File: src/fuzzy_tuned_pid_controller_defines.svh
// Assertion helpers for the fuzzy PID block. Expect clk and rst_n in scope.
`ifndef FUZZY_TUNED_PID_CONTROLLER_DEFINES_SVH
`define FUZZY_TUNED_PID_CONTROLLER_DEFINES_SVH

// same-cycle implication
`define FZPID_ASSERT_NOW(label, ante, cons) \
    label: assert property (@(posedge clk) disable iff (!rst_n) (ante) |-> (cons)) \
        else $error("fzpid: same-cycle check failed");

// next-cycle implication
`define FZPID_ASSERT_NEXT(label, ante, cons) \
    label: assert property (@(posedge clk) disable iff (!rst_n) (ante) |=> (cons)) \
        else $error("fzpid: next-cycle check failed");

`endif

File: src/fzpid_pkg.sv
package fzpid_pkg;

    localparam int MEAS_BITS_DEF  = 12;
    localparam int ACC_BITS_DEF   = 24;
    localparam int SETPOINT_RESET = 50;
    localparam int DRIVE_MAX      = 127;
    localparam int APB_DATA_W     = 32;
    localparam int PADDR_W        = 3;
    localparam int OUT_W          = 16;

    localparam logic [0:0] REG_SETPOINT = 1'b0;

    typedef logic [4:0] grade_t;
    typedef logic [1:0] gain_t;

    localparam grade_t             GRADE_FULL = 5'd20;
    localparam logic signed [5:0]  GRADE_POS  = 6'sd20;
    localparam logic signed [5:0]  GRADE_NEG  = -6'sd20;

    localparam gain_t GAIN_LOW  = 2'd1;
    localparam gain_t GAIN_MID  = 2'd2;
    localparam gain_t GAIN_HIGH = 2'd3;

    typedef struct packed {
        grade_t neg;
        grade_t zero;
        grade_t pos;
    } fuzzy_t;

    typedef struct packed {
        grade_t low;
        grade_t mid;
        grade_t high;
    } strength_t;

    typedef struct packed {
        logic ld_meas;
        logic ld_err;
        logic ld_delta;
        logic ld_grade;
        logic ld_rule;
        logic ld_gain;
        logic ld_mul;
        logic ld_out;
    } dp_cmd_t;

    typedef enum logic [7:0] {
        ST_IDLE  = 8'b0000_0001,
        ST_ERR   = 8'b0000_0010,
        ST_DELTA = 8'b0000_0100,
        ST_GRADE = 8'b0000_1000,
        ST_RULE  = 8'b0001_0000,
        ST_GAIN  = 8'b0010_0000,
        ST_MUL   = 8'b0100_0000,
        ST_SUM   = 8'b1000_0000
    } ctrl_state_t;

    // input already limited to -20..20
    function automatic fuzzy_t fuzzify(input logic signed [5:0] v);
        fuzzy_t            f;
        logic signed [5:0] nv;
        f  = '0;
        nv = -v;
        if (v <= GRADE_NEG)
        begin
            f.neg = GRADE_FULL;
        end
        else if (v >= GRADE_POS)
        begin
            f.pos = GRADE_FULL;
        end
        else if (v >= 6'sd0)
        begin
            f.pos  = v[4:0];
            f.zero = GRADE_FULL - v[4:0];
        end
        else
        begin
            f.neg  = nv[4:0];
            f.zero = GRADE_FULL - nv[4:0];
        end
        return f;
    endfunction

    function automatic grade_t gmin(input grade_t a, input grade_t b);
        return (a < b) ? a : b;
    endfunction

    function automatic grade_t gmax(input grade_t a, input grade_t b);
        return (a > b) ? a : b;
    endfunction

    function automatic strength_t rules(input fuzzy_t e, input fuzzy_t d);
        strength_t s;
        grade_t    c_nn, c_nz, c_zn, c_zz, c_zp, c_pz, c_pp;
        c_nn   = gmin(e.neg,  d.neg);
        c_nz   = gmin(e.neg,  d.zero);
        c_zn   = gmin(e.zero, d.neg);
        c_zz   = gmin(e.zero, d.zero);
        c_zp   = gmin(e.zero, d.pos);
        c_pz   = gmin(e.pos,  d.zero);
        c_pp   = gmin(e.pos,  d.pos);
        s.low  = gmax(c_nn, c_nz);
        s.high = gmax(c_pz, c_pp);
        s.mid  = gmax(gmax(c_nz, c_zn), gmax(gmax(c_zz, c_zp), c_pz));
        return s;
    endfunction

    // (s + 2m + 3l) / (s + m + l), truncated: 3 only when s and m are zero,
    // 2 when l >= s, else 1; all three zero keeps the old gain
    function automatic gain_t blend(input grade_t s, input grade_t m, input grade_t l,
                                    input gain_t old);
        gain_t g;
        if (s == '0 && m == '0 && l == '0)
            g = old;
        else if (s == '0 && m == '0)
            g = GAIN_HIGH;
        else if (l >= s)
            g = GAIN_MID;
        else
            g = GAIN_LOW;
        return g;
    endfunction

endpackage

File: src/fuzzy_tuned_pid_controller.sv
// Fuzzy-tuned PID controller. Each accepted measurement request runs through an
// eight-state sequencer (error, change in error and integrator, fuzzy grades,
// rule strengths, gain update, gain products, clamped sum); m_tvalid rises when
// the clamped sum is registered, and the next request is taken only once the
// sequencer is back in idle, which it holds off while a finished result is not
// taken. The setpoint register lies at APB addresses 0 to 3 (paddr bit 2 clear)
// and resets to 50; the integrator, previous error and gains reset to zero.
`include "fuzzy_tuned_pid_controller_defines.svh"

module fuzzy_tuned_pid_controller
#(
    parameter int MEAS_BITS = fzpid_pkg::MEAS_BITS_DEF,
    parameter int ACC_BITS  = fzpid_pkg::ACC_BITS_DEF,
    localparam int IN_W     = ((MEAS_BITS + 7) / 8) * 8
)
(
    input  logic                             clk,
    input  logic                             rst_n,
    input  logic                             s_tvalid,
    output logic                             s_tready,
    input  logic [IN_W-1:0]                  s_tdata,  // measurement
    output logic                             m_tvalid,
    input  logic                             m_tready,
    output logic [fzpid_pkg::OUT_W-1:0]      m_tdata,  // drive, p_gain, i_gain, d_gain
    input  logic                             psel,
    input  logic                             penable,
    input  logic                             pwrite,
    input  logic [fzpid_pkg::PADDR_W-1:0]    paddr,
    input  logic [fzpid_pkg::APB_DATA_W-1:0] pwdata,
    output logic [fzpid_pkg::APB_DATA_W-1:0] prdata,
    output logic                             pready
);
    import fzpid_pkg::*;

    dp_cmd_t              cmd;
    logic                 cfg_we;
    logic [MEAS_BITS-1:0] setpoint;

    assign pready = 1'b1;
    assign cfg_we = psel && penable && pwrite && pready
                    && (paddr[PADDR_W-1] == REG_SETPOINT);
    assign prdata = (paddr[PADDR_W-1] == REG_SETPOINT) ? APB_DATA_W'(setpoint) : '0;

    fzpid_ctrl u_ctrl
    (
        .clk      (clk),
        .rst_n    (rst_n),
        .s_tvalid (s_tvalid),
        .s_tready (s_tready),
        .m_tvalid (m_tvalid),
        .m_tready (m_tready),
        .cmd      (cmd)
    );

    fzpid_dp
    #(
        .MEAS_BITS (MEAS_BITS),
        .ACC_BITS  (ACC_BITS)
    )
    u_dp
    (
        .clk         (clk),
        .rst_n       (rst_n),
        .cmd         (cmd),
        .cfg_we      (cfg_we),
        .cfg_wdata   (pwdata[MEAS_BITS-1:0]),
        .measurement (s_tdata[MEAS_BITS-1:0]),
        .setpoint    (setpoint),
        .result      (m_tdata)
    );

    `FZPID_ASSERT_NEXT(a_busy_after_req, s_tvalid && s_tready, !s_tready)
    `FZPID_ASSERT_NOW(a_out_slot_free, cmd.ld_out, !m_tvalid || m_tready)
    `FZPID_ASSERT_NOW(a_single_step, 1'b1, $onehot0(cmd))

endmodule

File: src/fzpid_ctrl.sv
module fzpid_ctrl
(
    input  logic              clk,
    input  logic              rst_n,
    input  logic              s_tvalid,
    output logic              s_tready,
    output logic              m_tvalid,
    input  logic              m_tready,
    output fzpid_pkg::dp_cmd_t cmd
);
    import fzpid_pkg::*;

    ctrl_state_t state_reg, state_next;
    logic        out_valid_reg, out_valid_next;

    always_comb
    begin
        state_next = state_reg;
        cmd        = '0;
        unique case (state_reg)
            ST_IDLE:
            begin
                cmd.ld_meas = s_tvalid;
                if (s_tvalid)
                    state_next = ST_ERR;
            end
            ST_ERR:
            begin
                cmd.ld_err = 1'b1;
                state_next = ST_DELTA;
            end
            ST_DELTA:
            begin
                cmd.ld_delta = 1'b1;
                state_next   = ST_GRADE;
            end
            ST_GRADE:
            begin
                cmd.ld_grade = 1'b1;
                state_next   = ST_RULE;
            end
            ST_RULE:
            begin
                cmd.ld_rule = 1'b1;
                state_next  = ST_GAIN;
            end
            ST_GAIN:
            begin
                cmd.ld_gain = 1'b1;
                state_next  = ST_MUL;
            end
            ST_MUL:
            begin
                cmd.ld_mul = 1'b1;
                state_next = ST_SUM;
            end
            ST_SUM:
            begin
                if (!out_valid_reg || m_tready)
                begin
                    cmd.ld_out = 1'b1;
                    state_next = ST_IDLE;
                end
            end
            default:
            begin
                state_next = ST_IDLE;
            end
        endcase
    end

    always_comb
    begin
        if (cmd.ld_out)
            out_valid_next = 1'b1;
        else if (m_tready)
            out_valid_next = 1'b0;
        else
            out_valid_next = out_valid_reg;
    end

    always_ff @(posedge clk or negedge rst_n)
    begin
        if (!rst_n)
        begin
            state_reg     <= ST_IDLE;
            out_valid_reg <= 1'b0;
        end
        else
        begin
            state_reg     <= state_next;
            out_valid_reg <= out_valid_next;
        end
    end

    assign s_tready = (state_reg == ST_IDLE);
    assign m_tvalid = out_valid_reg;

endmodule

File: src/fzpid_dp.sv
module fzpid_dp
#(
    parameter int MEAS_BITS = fzpid_pkg::MEAS_BITS_DEF,
    parameter int ACC_BITS  = fzpid_pkg::ACC_BITS_DEF
)
(
    input  logic                        clk,
    input  logic                        rst_n,
    input  fzpid_pkg::dp_cmd_t          cmd,
    input  logic                        cfg_we,
    input  logic [MEAS_BITS-1:0]        cfg_wdata,
    input  logic [MEAS_BITS-1:0]        measurement,
    output logic [MEAS_BITS-1:0]        setpoint,
    output logic [fzpid_pkg::OUT_W-1:0] result
);
    import fzpid_pkg::*;

    localparam int ERR_W = MEAS_BITS + 1;
    localparam int DLT_W = MEAS_BITS + 2;
    localparam int INT_W = ((ACC_BITS > ERR_W) ? ACC_BITS : ERR_W) + 1;
    localparam int SUM_W = ((ACC_BITS > DLT_W) ? ACC_BITS : DLT_W) + 4;

    localparam logic signed [ACC_BITS-1:0] ACC_HI = {1'b0, {(ACC_BITS-1){1'b1}}};
    localparam logic signed [ACC_BITS-1:0] ACC_LO = -ACC_HI;
    localparam logic signed [INT_W-1:0]    INT_HI = INT_W'(ACC_HI);
    localparam logic signed [INT_W-1:0]    INT_LO = INT_W'(ACC_LO);
    localparam logic signed [SUM_W-1:0]    SUM_MAX = SUM_W'(DRIVE_MAX);

    // architectural state
    logic        [MEAS_BITS-1:0] setpoint_reg;
    logic signed [ERR_W-1:0]     prev_err_reg;
    logic signed [ACC_BITS-1:0]  integ_reg;
    gain_t                       gain_p_reg, gain_i_reg, gain_d_reg;

    // working registers
    logic        [MEAS_BITS-1:0] meas_reg;
    logic signed [ERR_W-1:0]     err_reg;
    logic signed [DLT_W-1:0]     dlt_reg;
    fuzzy_t                      fe_reg, fd_reg;
    strength_t                   str_reg;
    logic signed [SUM_W-1:0]     prod_p_reg, prod_i_reg, prod_d_reg;
    logic        [OUT_W-1:0]     result_reg;

    logic signed [ERR_W-1:0]     err_next;
    logic signed [DLT_W-1:0]     dlt_next;
    logic signed [INT_W-1:0]     integ_sum;
    logic signed [ACC_BITS-1:0]  integ_next;
    logic signed [SUM_W-1:0]     sum_total;
    logic        [6:0]           drive;

    function automatic logic signed [5:0] limit_grade(input logic signed [DLT_W-1:0] v);
        logic signed [5:0] r;
        if (v <= DLT_W'(GRADE_NEG))
            r = GRADE_NEG;
        else if (v >= DLT_W'(GRADE_POS))
            r = GRADE_POS;
        else
            r = v[5:0];
        return r;
    endfunction

    // gain is 0..3: one shift-add
    function automatic logic signed [SUM_W-1:0] mul_gain(input logic signed [SUM_W-1:0] x,
                                                         input gain_t g);
        logic signed [SUM_W-1:0] a, b;
        a = g[0] ? x : '0;
        b = g[1] ? (x <<< 1) : '0;
        return a + b;
    endfunction

    assign err_next  = $signed({1'b0, setpoint_reg}) - $signed({1'b0, meas_reg});
    assign dlt_next  = DLT_W'(err_reg) - DLT_W'(prev_err_reg);
    assign integ_sum = INT_W'(integ_reg) + INT_W'(err_reg);

    always_comb
    begin
        if (integ_sum > INT_HI)
            integ_next = ACC_HI;
        else if (integ_sum < INT_LO)
            integ_next = ACC_LO;
        else
            integ_next = integ_sum[ACC_BITS-1:0];
    end

    assign sum_total = prod_p_reg + prod_i_reg + prod_d_reg;

    always_comb
    begin
        if (sum_total < 0)
            drive = '0;
        else if (sum_total > SUM_MAX)
            drive = 7'(DRIVE_MAX);
        else
            drive = sum_total[6:0];
    end

    always_ff @(posedge clk or negedge rst_n)
    begin
        if (!rst_n)
        begin
            setpoint_reg <= MEAS_BITS'(SETPOINT_RESET);
            prev_err_reg <= '0;
            integ_reg    <= '0;
            gain_p_reg   <= '0;
            gain_i_reg   <= '0;
            gain_d_reg   <= '0;
        end
        else
        begin
            if (cfg_we)
                setpoint_reg <= cfg_wdata;
            if (cmd.ld_delta)
            begin
                prev_err_reg <= err_reg;
                integ_reg    <= integ_next;
            end
            if (cmd.ld_gain)
            begin
                gain_p_reg <= blend(str_reg.low,  str_reg.mid, str_reg.high, gain_p_reg);
                gain_i_reg <= blend(str_reg.low,  str_reg.mid, str_reg.high, gain_i_reg);
                gain_d_reg <= blend(str_reg.high, str_reg.mid, str_reg.low,  gain_d_reg);
            end
        end
    end

    always_ff @(posedge clk)
    begin
        if (cmd.ld_meas)
            meas_reg <= measurement;
        if (cmd.ld_err)
            err_reg <= err_next;
        if (cmd.ld_delta)
            dlt_reg <= dlt_next;
        if (cmd.ld_grade)
        begin
            fe_reg <= fuzzify(limit_grade(DLT_W'(err_reg)));
            fd_reg <= fuzzify(limit_grade(dlt_reg));
        end
        if (cmd.ld_rule)
            str_reg <= rules(fe_reg, fd_reg);
        if (cmd.ld_mul)
        begin
            prod_p_reg <= mul_gain(SUM_W'(err_reg),   gain_p_reg);
            prod_i_reg <= mul_gain(SUM_W'(integ_reg), gain_i_reg);
            prod_d_reg <= mul_gain(SUM_W'(dlt_reg),   gain_d_reg);
        end
        if (cmd.ld_out)
            result_reg <= OUT_W'({gain_d_reg, gain_i_reg, gain_p_reg, drive});
    end

    assign setpoint = setpoint_reg;
    assign result   = result_reg;

endmodule
File: config.mk
export PLATFORM = sky130hd
export DESIGN_NAME = fuzzy_tuned_pid_controller
export DESIGN_NICKNAME = d
export VERILOG_FILES = /design/src/fzpid_pkg.sv /design/src/fuzzy_tuned_pid_controller.sv /design/src/fzpid_ctrl.sv /design/src/fzpid_dp.sv
export VERILOG_INCLUDE_DIRS = /design/src /design/src/src
export SDC_FILE = /design/constraint.sdc
export NUM_CORES = 1
export LEC_CHECK = 0
export ABC_AREA = 1
export BUFFER_PORTS_ARGS = -buffer_cell sky130_fd_sc_hd__clkbuf_2
export CAP_MARGIN = 0
export CORE_MARGIN = 2
export CORE_UTILIZATION = 30
export CTS_CLUSTER_DIAMETER = 40
export DETAILED_ROUTE_END_ITERATION = 12
export GPL_ROUTABILITY_DRIVEN = 0
export PLACE_DENSITY = 0.46
export SETUP_SLACK_MARGIN = 0.02
export SLEW_MARGIN = 20
export SYNTH_ARGS = -nofsm -noshare
export SYNTH_HDL_FRONTEND = slang
export SYNTH_SLANG_ARGS = --single-unit
File: constraint.sdc
create_clock -name clk -period 6.2 [get_ports clk]
set_clock_uncertainty 0.1 [all_clocks]
set_input_delay 0.31 -clock clk [delete_from_list [all_inputs] [get_ports clk]]
set_output_delay 0.31 -clock clk [all_outputs]
set_load 0.01 [all_outputs]
## Word level (Yosys, flattened, before mapping)

Cells that the tools add are included.

- Register bits after elaboration: 243
- Output and inout bits: 51

- Add/subtract/negate cells: 14
- $lt $le $gt $ge: 29
- Equality and inequality tests: 10
- Multiplexer cells: 57
- Bitwise gates (word level): 5
- Reduce and logical (&&, ||, !) cells: 22

Operators by type and width:

| cell | number |
|---|---|
| two-way mux 28 bit | 6 |
| adder 28 bit | 5 |
| two-way mux 5 bit | 21 |
| one-hot mux 8 bit (8 select lines) | 1 |
| two-way mux 24 bit | 2 |
| two-way mux 6 bit | 6 |
| less-than comparator 5 bit | 7 |
| > comparator 5 bit | 6 |
| > comparator 28 x 8 -> 1 bit, second input constant | 1 |
| less-than comparator 28 x 1 -> 1 bit, second input constant | 1 |
| adder 24 x 13 -> 25 bit | 1 |
| > comparator 25 x 24 -> 1 bit, second input constant | 1 |
| less-than comparator 25 x 24 -> 1 bit, second input constant | 1 |
| two-way mux 10 bit | 2 |
| subtractor 5 bit, first input constant | 4 |
| two-way mux 8 bit | 2 |
| zero test 5 bit | 3 |
| greater-or-equal comparator 14 x 6 -> 1 bit, second input constant | 1 |
| <= comparator 14 x 6 -> 1 bit, second input constant | 1 |
| subtractor 13 x 13 -> 14 bit | 1 |
| greater-or-equal comparator 13 x 6 -> 1 bit, second input constant | 1 |
| <= comparator 13 x 6 -> 1 bit, second input constant | 1 |
| subtractor 12 x 12 -> 13 bit | 1 |
| greater-or-equal comparator 6 x 1 -> 1 bit, second input constant | 2 |
| 26 further kinds | 59 |

## Logic depth before layout (Yosys ltp)

Gate-level depths: netlist of run 1.

- Depth after elaboration: 8
- Mapped depth: 33

## By module

From an unflattened synthesis of run 1, not the netlist that was laid out.

- Cells, all modules: 2,446
- Area, all modules: 19,311.0 um^2

Modules (own cells, without submodules):

| module | instances | cells an instance | area an instance (um^2) |
|---|---|---|---|
| fzpid_dp | 1 | 2,313 | 18,420.2 |
| fzpid_ctrl | 1 | 81 | 609.3 |
| fuzzy_tuned_pid_controller | 1 | 52 | 281.5 |

## Worst setup path after synthesis of run 1

OpenSTA, ideal clock, no wires.

- Path kind: register -> register
- Start: reg u_dp.fe_reg[9] (netlist bit)
- End: reg u_dp.str_reg[6] (netlist bit), data pin
- Library setup time: 0.280 ns
- Data arrival time: 4.665 ns
- Required time: 5.820 ns
- Path slack: 1.156 ns
- Stages on the path, launching flop included: 29
- Buffers on the path: 0
- Path through: edfxtp_1 > ha_1 > nand2_1 > nor2_1 > o21ai_0 > o211ai_2 > nor2_1 > a21oi_1 > ha_1 > nand2_1 > o311ai_2 > a21boi_1 > o21ai_0 > ha_1 > nand2_1 > nor2_1 > inv_1 > o221ai_1 > inv_1 > a21oi_1 > inv_1 > nand2_1 > o21ai_0 > ha_1 > nand2_1 > nor2_1 > nand2_1 > a22oi_1 > o21ai_0

- Cells in the longest elaborated chain, start to end: 8

Ends and longest elaborated chain:

| what | line | RTL |
|---|---|---|
| from (decl) | fzpid_dp.sv:39 | `fuzzy_t fe_reg, fd_reg;` |
| from (signal assigned) | fzpid_dp.sv:136 | `fe_reg <= fuzzify(limit_grade(DLT_W'(err_reg)));` |
| less-than comparator 5 bit | fzpid_pkg.sv:86 | `return (a < b) ? a : b;` |
| two-way mux 5 bit | fzpid_pkg.sv:86 |  |
| > comparator 5 bit | fzpid_pkg.sv:90 | `return (a > b) ? a : b;` |
| two-way mux 5 bit | fzpid_pkg.sv:90 |  |
| > comparator 5 bit | fzpid_pkg.sv:90 |  |
| two-way mux 5 bit | fzpid_pkg.sv:90 |  |
| > comparator 5 bit | fzpid_pkg.sv:90 |  |
| two-way mux 5 bit * | fzpid_pkg.sv:90 |  |
| to (signal assigned) | fzpid_dp.sv:140 | `str_reg <= rules(fe_reg, fd_reg);` |
| to (decl) | fzpid_dp.sv:40 | `strength_t str_reg;` |

Every way passes the cells marked *; elsewhere a longest branch is shown, timed or not.
A chain may end at the register's enable or synchronous reset.

## Worst setup path after layout of run 1

- Start: reg u_dp.fd_reg[7] (netlist bit)
- End: reg u_dp.str_reg[9] (netlist bit), data pin

- Cells in the longest elaborated chain, start to end: 8

Ends and longest elaborated chain:

| what | line | RTL |
|---|---|---|
| from (decl) | fzpid_dp.sv:39 |  |
| from (signal assigned) | fzpid_dp.sv:137 | `fd_reg <= fuzzify(limit_grade(dlt_reg));` |
| less-than comparator 5 bit | fzpid_pkg.sv:86 |  |
| two-way mux 5 bit | fzpid_pkg.sv:86 |  |
| > comparator 5 bit | fzpid_pkg.sv:90 |  |
| two-way mux 5 bit | fzpid_pkg.sv:90 |  |
| > comparator 5 bit | fzpid_pkg.sv:90 |  |
| two-way mux 5 bit | fzpid_pkg.sv:90 |  |
| > comparator 5 bit | fzpid_pkg.sv:90 |  |
| two-way mux 5 bit * | fzpid_pkg.sv:90 |  |

Marks and branches as above.

==> results of run 1 <==
==> repair_timing <==
item | CTS | global route
gates resized for setup | 0 | 2
hold endpoints to repair | 86 | 0
hold buffers | 28 | 0
buffers inserted | 0 | 2
endpoints found under the setup margin | 0 | 5
==> cell families after synthesis <==
logic type	count (synthesis)
AOI/OAI and AO/OA	421
xor gates and xnor gates	82
adders and majority gates	225
buffers and inverters	485
DFF	241
other	2
and+or+nand+nor	1025
==> path summary, 6_finish.rpt <==
path | from | end | slack (ns)
min | s_tdata[8] | u_dp.meas_reg[8]$_DFFE_PP_ | 0.33
min in group asynchronous | rst_n | u_dp.integ_reg[19]$_DFFE_PN0P_ | 0.39
max | u_dp.fd_reg[7]$_SDFFCE_PP0N_ | u_dp.str_reg[9]$_DFFE_PP_ | 0.56
min reg2reg | u_dp.prev_err_reg[12]$_DFFE_PN0P_ | u_dp.prev_err_reg[12]$_DFFE_PN0P_ | 0.38
max reg2reg | u_dp.fd_reg[7]$_SDFFCE_PP0N_ | u_dp.str_reg[9]$_DFFE_PP_ | 0.56
max in group asynchronous | rst_n | u_dp.setpoint[3]$_DFFE_PN0P_ | 5.04
==> layer usage <==
metal	part of all wire [%]	vias up	GRT usage, %	wire (um)
li1	-	8333	-	-
met1	49	7284	20.5	23800
met2	45	259	24.5	21900
met3	3.6	74	2.05	1730
met4	2.2	0	4.29	1070
met5	0	-	0	0
==> worst max-delay path, delay by kind of cell (launching register included) <==
family                     cells  cell delay, ns
and+or+nand+nor                7            0.62
buffers and inverters          5            0.67
DFF                            1            0.41
adders and majority gates      4            1.26
AOI/OAI and AO/OA             13            2.31
==> report_power, final <==
group	switching, uW	internal [uW]
sequential	302	2110
clock	958	1880
combinational	2030	1170
==> synthesized netlist by cell type (all sizes together) <==
library cell,instances
o21bai,11
a211oi,2
nor2,223
xor2,49
o211ai,11
nand4,43
nand3,83
nand2,621
dfstp,4
edfxtp,179
nor4,9
and3,1
clkinv,1
o21a,3
buf,37
dfrtp,58
and2,4
nand3b,13
fa,34
inv,429
nor3,22
a31oi,4
a21boi,3
nor3b,1
or2,5
conb,2
o31ai,11
o221ai,2
a41oi,2
ha,191
o21ai,150
o2111ai,1
a21o,8
a21oi,205
clkbuf,18
a2bb2oi,3
o311ai,1
xnor2,33
a22oi,1
a221oi,3
==> layout make-up <==
class                           instances  area (um^2)
Sequential cell                       241         6930
Tap cell                              846         1060
Inverter                              430         1620
Clock buffer                           54         1260
Multi-Input combinational cell       1777        10500
Fill cell                            6639        40700
Clock inverter                         37          551
Timing Repair Buffer                   99          671
==> metrics by stage <==
step / hold WS (ns) / util, % / instances / cell area, um^2
6_report: 0.331 / 35.7 / 3484 / 22600
4_1_cts: 0.286 / 35.6 / 3482 / 22600
3_3_place_gp: 0.0429 / 32.3 / 3363 / 20500
3_5_place_dp: 0.0418 / 32.3 / 3363 / 20500
5_1_grt: 0.308 / 35.7 / 3484 / 22600
2_1_floorplan: -0.0856 / - / 2503 / 19400
==> run_results.csv, run 1 <==
group,metric,value,unit
yosys,synth_top_area_share,27.9,%
detailed_routing,dr.pass1.iters,5,
sta,finalHoldViolCount,0,
cts,htree_levels,2,
global_route,grt.total_usage,14.9,%
sta,tns,0,ns
global_route,grt-ovfl-total,0,
run_status,status,"completed",
sta,clock.fmax,177,MHz
cts,clk_latency,0.60,ns
yosys,synth_adder_area_share,15.9,%
cts,clkTransAtPathRegs,0.05,ns
yosys,ys_seq_area_share,36.0,%
run,max_cap_viol_count,0,
layout,layout_commonest_cell,"nand2_1",
critical_path,cp-end-kind,"flip-flop",
detailed_routing,num_vias,16000,
cts,cts_tree,"built",
critical_path,cpPeakStageDelay,0.41,ns
layout,layout_common_cells,"nand2_1, inv_1, nor2_1",
global_route,antenna_found_initial,0,
power_and_ir_drop,total_power,8440,uW
layout,num_antenna_cells,0,
placement,dp_hpwl,39.2,mm
detailed_routing,drt_iter0_drc,725,
critical_path,cp_data_required_time,6.41,ns
critical_path,cp_max_fo,10,
yosys,yosys.area_share.simple,21.9,%
detailed_routing,wl_per_cell,13.9,um
power_and_ir_drop,ir_drop,0.210,mV
sta,setup_viol,0,
yosys,yosysWarnings,0,
power_and_ir_drop,powerDensity,374,nW/um^2
global_route,grt_pass1_wl,80.7,mm
critical_path,crit_path_top_delay_cell,"edfxtp_1",
critical_path,arrival,5.85,ns
placement,place_worst_setup_slack,0.345,ns
layout,drive_gt1_share,7.51,%
power_and_ir_drop,leakage,0.0114,uW
sta,tightest_slew,1.01,ns
detailed_routing,wirelength,48.5,mm
detailed_routing,route.detailed.drc,0,
floorplanning,fp.dieW,257,um
critical_path,start_kind,"flip-flop",
yosys,synth_top_family_by_area,"simple AND/OR/NAND/NOR gates",
floorplanning,rows,92,
floorplanning,dieArea,66300,um^2
layout,area.growth.synth_to_final,17.2,%
sta,fin_crit,5.64,ns
yosys,synth.avg_cell_area,7.77,um^2
placement,portBuffers,58,
detailed_routing,via_per_inst,4.58,
cts,cts_inserted_buffers,49,
yosys,synth-seq-cells,241,
critical_path,path_class,"flip-flop to flip-flop",
floorplanning,io_pins,109,
global_route,grt_max_degree,63,
detailed_routing,ant_nets,0,
floorplanning,dieHeight,257,um
sta,rsz0062_at_grt,"no",
cts,clockBufferDepth,3,
sta,setup_ws,0.557,ns
sta,slew_headroom,32.7,%
min_path,holdPathStages,2,
yosys,synth_xor_area_share,3.73,%
yosys,synth_cell_type_count,55,
yosys,synth_compound_area_share,12.3,%
yosys,synthTopCellsByArea,"edfxtp_1, ha_1, nand2_1, inv_1, dfrtp_1",
floorplanning,start_util,30.4,%
yosys,yosysTopAreaCell,"edfxtp_1",
cts,root_buffer,"clkbuf_16",
yosys,synthCells,2481,
cts,clock-sinks,241,
critical_path,reg2reg_depth,29,
layout,fin_nets,2881,
sta,finalCritPeriodShare,91.0,%
floorplanning,core,63300,um^2
min_path,hp-class,"input pin to flip-flop",
global_route,grt_pass1_vias,15900,
sta,maxSlewViolCount,0,
yosys,synthMuxAreaShare,0,%
yosys,syn-cell-area,19300,um^2
No activity file was read; power rests on OpenSTA's default activity.
==> run 2: changes to the inputs <==
ABC_AREA = default   (was 1)
==> run 2 against run 1 <==
Critical path depth grew 1. Die area down 2.8%. Final area fell by 2.2%. Flip-flop and latch count unchanged. Power decreased by 11%. Sequential share of layout area increased by 0.70 points.
==> run_results.csv, run 2 <==
group,metric,value,unit
global_route,grt.total_usage,14.3,%
placement,place_area,19900,um^2
detailed_routing,num_vias,13900,
global_route,antenna_found_initial,1,
sta,setup_ws,0.231,ns
detailed_routing,wl_per_cell,15.9,um
power_and_ir_drop,ir_drop,0.179,mV
yosys,synth_top_area_share,28.7,%
floorplanning,dieHeight,254,um
cts,root_buffer,"clkbuf_16",
yosys,yosysWarnings,0,
placement,place_worst_setup_slack,-0.171,ns
floorplanning,dieArea,64500,um^2
yosys,synth_flop_cell,"edfxtp_1",
layout,drive_gt1_share,13.4,%
floorplanning,io_pins,109,
floorplanning,start_util,30.4,%
critical_path,crit_buf_inv,2,
yosys,yosysMostFrequentCell,"ha_1",
sta,slew_headroom,32.3,%
detailed_routing,via_per_inst,4.83,
sta,finalHoldViolCount,0,
detailed_routing,routed.top_layer,"met4",
power_and_ir_drop,leakage,0.00966,uW
critical_path,cp_data_required_time,6.44,ns
detailed_routing,dr.pass1.iters,5,
sta,fin_crit,5.97,ns
global_route,grt_pass1_wl,73.2,mm
critical_path,arrival,6.21,ns
yosys,netlist_top_cells_count,"ha_1, edfxtp_1, inv_1",
floorplanning,rows,91,
layout,area.growth.synth_to_final,17.9,%
sta,tightest_slew,1.01,ns
cts,cts_tree,"built",
critical_path,start_kind,"flip-flop",
sta,setup_viol,0,
sta,clock.fmax,168,MHz
detailed_routing,wl_met3,1.77,mm
placement,dp_hpwl,35.5,mm
yosys,yosysTopAreaCell,"edfxtp_1",
cts,clock-sinks,241,
cts,clkTransAtPathRegs,0.06,ns
cts,clk_latency,0.60,ns
placement,portBuffers,58,
cts,cts_inserted_buffers,46,
critical_path,cpPeakStageDelay,0.50,ns
sta,rsz0062_at_grt,"no",
critical_path,cp_max_fo,5,
yosys,synth_cell_type_count,87,
detailed_routing,route.detailed.drc,0,
power_and_ir_drop,powerDensity,342,nW/um^2
yosys,syn-cell-area,18700,um^2
global_route,grt-ovfl-total,0,
yosys,synthCells,1904,
placement,placed_cells,2760,
run,max_cap_viol_count,0,
layout,fin_area,22100,um^2
layout,fin_cells,2888,
critical_path,crit_path_top_delay_cell,"edfxtp_1",
critical_path,cp-end-kind,"flip-flop",
detailed_routing,wirelength,45.9,mm
cts,htree_levels,2,
floorplanning,fp.dieW,254,um
critical_path,crit_family,"compound AO/OA/AOI/OAI gates",
global_route,grt_max_degree,63,
layout,n_fill_cell,6213,
cts,clockBufferDepth,3,
yosys,synth_edf_count,179,
layout,fin_nets,2295,
yosys,synthTopCellsByArea,"edfxtp_1, ha_1, dfrtp_1, and2_1, fa_1",
yosys,synthArstFlopShare,25.7,%
layout,layout_common_cells,"ha_1, edfxtp_1, inv_1",
sta,maxSlewViolCount,0,
run_status,status,"completed",
floorplanning,core,61700,um^2
critical_path,cp_common_cell,"ha_1",
yosys,synth.avg_cell_area,9.84,um^2
detailed_routing,wl_met2,20.6,mm
min_path,hp-class,"input pin to flip-flop",
global_route,grt_pass1_vias,13900,
sta,worst_hold_slack,0.318,ns
critical_path,path_class,"flip-flop to flip-flop",
detailed_routing,ant_nets,0,
detailed_routing,met1_length,22.4,mm
yosys,ys_seq_area_share,37.0,%
yosys,synth-seq-cells,241,
layout,layout_commonest_cell,"ha_1",
detailed_routing,drt_iter0_drc,661,
sta,finalCritPeriodShare,96.3,%
run 2: layout make-up:
class	instances	area, um^2	area share (%)
Multi-Input combinational cell	1463	11000	50.0
Sequential cell	241	6930	31.4
Clock buffer	49	1160	5.26
Tap cell	837	1050	4.74
Timing Repair Buffer	117	801	3.63
Clock inverter	36	558	2.53
Inverter	143	537	2.43
Antenna cell	2	5.00	0.0227
run 2: routing by layer:
metal / global-route usage [%] / vias to the layer above
li1: - / 7073
met1: 19.6 / 6563
met2: 23.2 / 233
met3: 2.22 / 73
met4: 4.37 / 0
met5: 0 / -
run 2: worst paths after layout:
| kind | startpoint | end | slack, ns | cells after the start |
|---|---|---|---|---|
| min in group asynchronous | rst_n | u_dp.setpoint[3]$_DFFE_PN0P_ | 0.38 | 3 |
| setup / recovery | u_dp.fe_reg[7]$_SDFFCE_PP0N_ | u_dp.str_reg[5]$_DFFE_PP_ | 0.23 | 30 |
| max in group asynchronous | rst_n | u_dp.gain_p_reg[1]$_DFFE_PN0P_ | 4.97 | 3 |
| setup reg to reg | u_dp.fe_reg[7]$_SDFFCE_PP0N_ | u_dp.str_reg[5]$_DFFE_PP_ | 0.23 | 30 |
| hold / removal | s_tdata[2] | u_dp.meas_reg[2]$_DFFE_PP_ | 0.32 | 2 |
| hold reg to reg | u_dp.prev_err_reg[12]$_DFFE_PN0P_ | u_dp.prev_err_reg[12]$_DFFE_PN0P_ | 0.39 | 2 |
run 2: stage by stage:
| step | util [%] | total power (uW) | TNS (ns) |
|---|---|---|---|
| after CTS | 35.5 | 7610 | 0 |
| after global routing | 35.8 | 8070 | 0 |
| after detailed placement | 32.2 | 4810 | -0.811 |
| after floorplan | - | 4150 | 0 |
| final | 35.8 | 7550 | 0 |
| after global placement | 32.2 | 4760 | 0 |
run 2: logic make-up after synthesis:
kind of cell             synth area share, %
AO/OA/AOI/OAI                           17.4
XOR/XNOR                                4.11
adder cells (fa/ha/maj)                 16.4
buffers and inverters                   5.14
flip-flops                              37.0
multiplexers                            4.13
other                                 0.0401
AND/OR/NAND/NOR                         15.7
run 2: what timing repair did:
item,CTS,global route
endpoints found under the hold margin,86,0
hold buffers,27,0
endpoints found under the setup margin,5,5
pin swaps,0,6
buffers inserted,2,12
resized for setup,3,23
run 2: where the power goes:
| part | total [uW] | internal, uW | switching [uW] |
|---|---|---|---|
| clock | 2730 | 1780 | 947 |
| sequential | 2300 | 2040 | 267 |
| combinational | 2520 | 1040 | 1480 |
| total | 7550 | 4860 | 2690 |
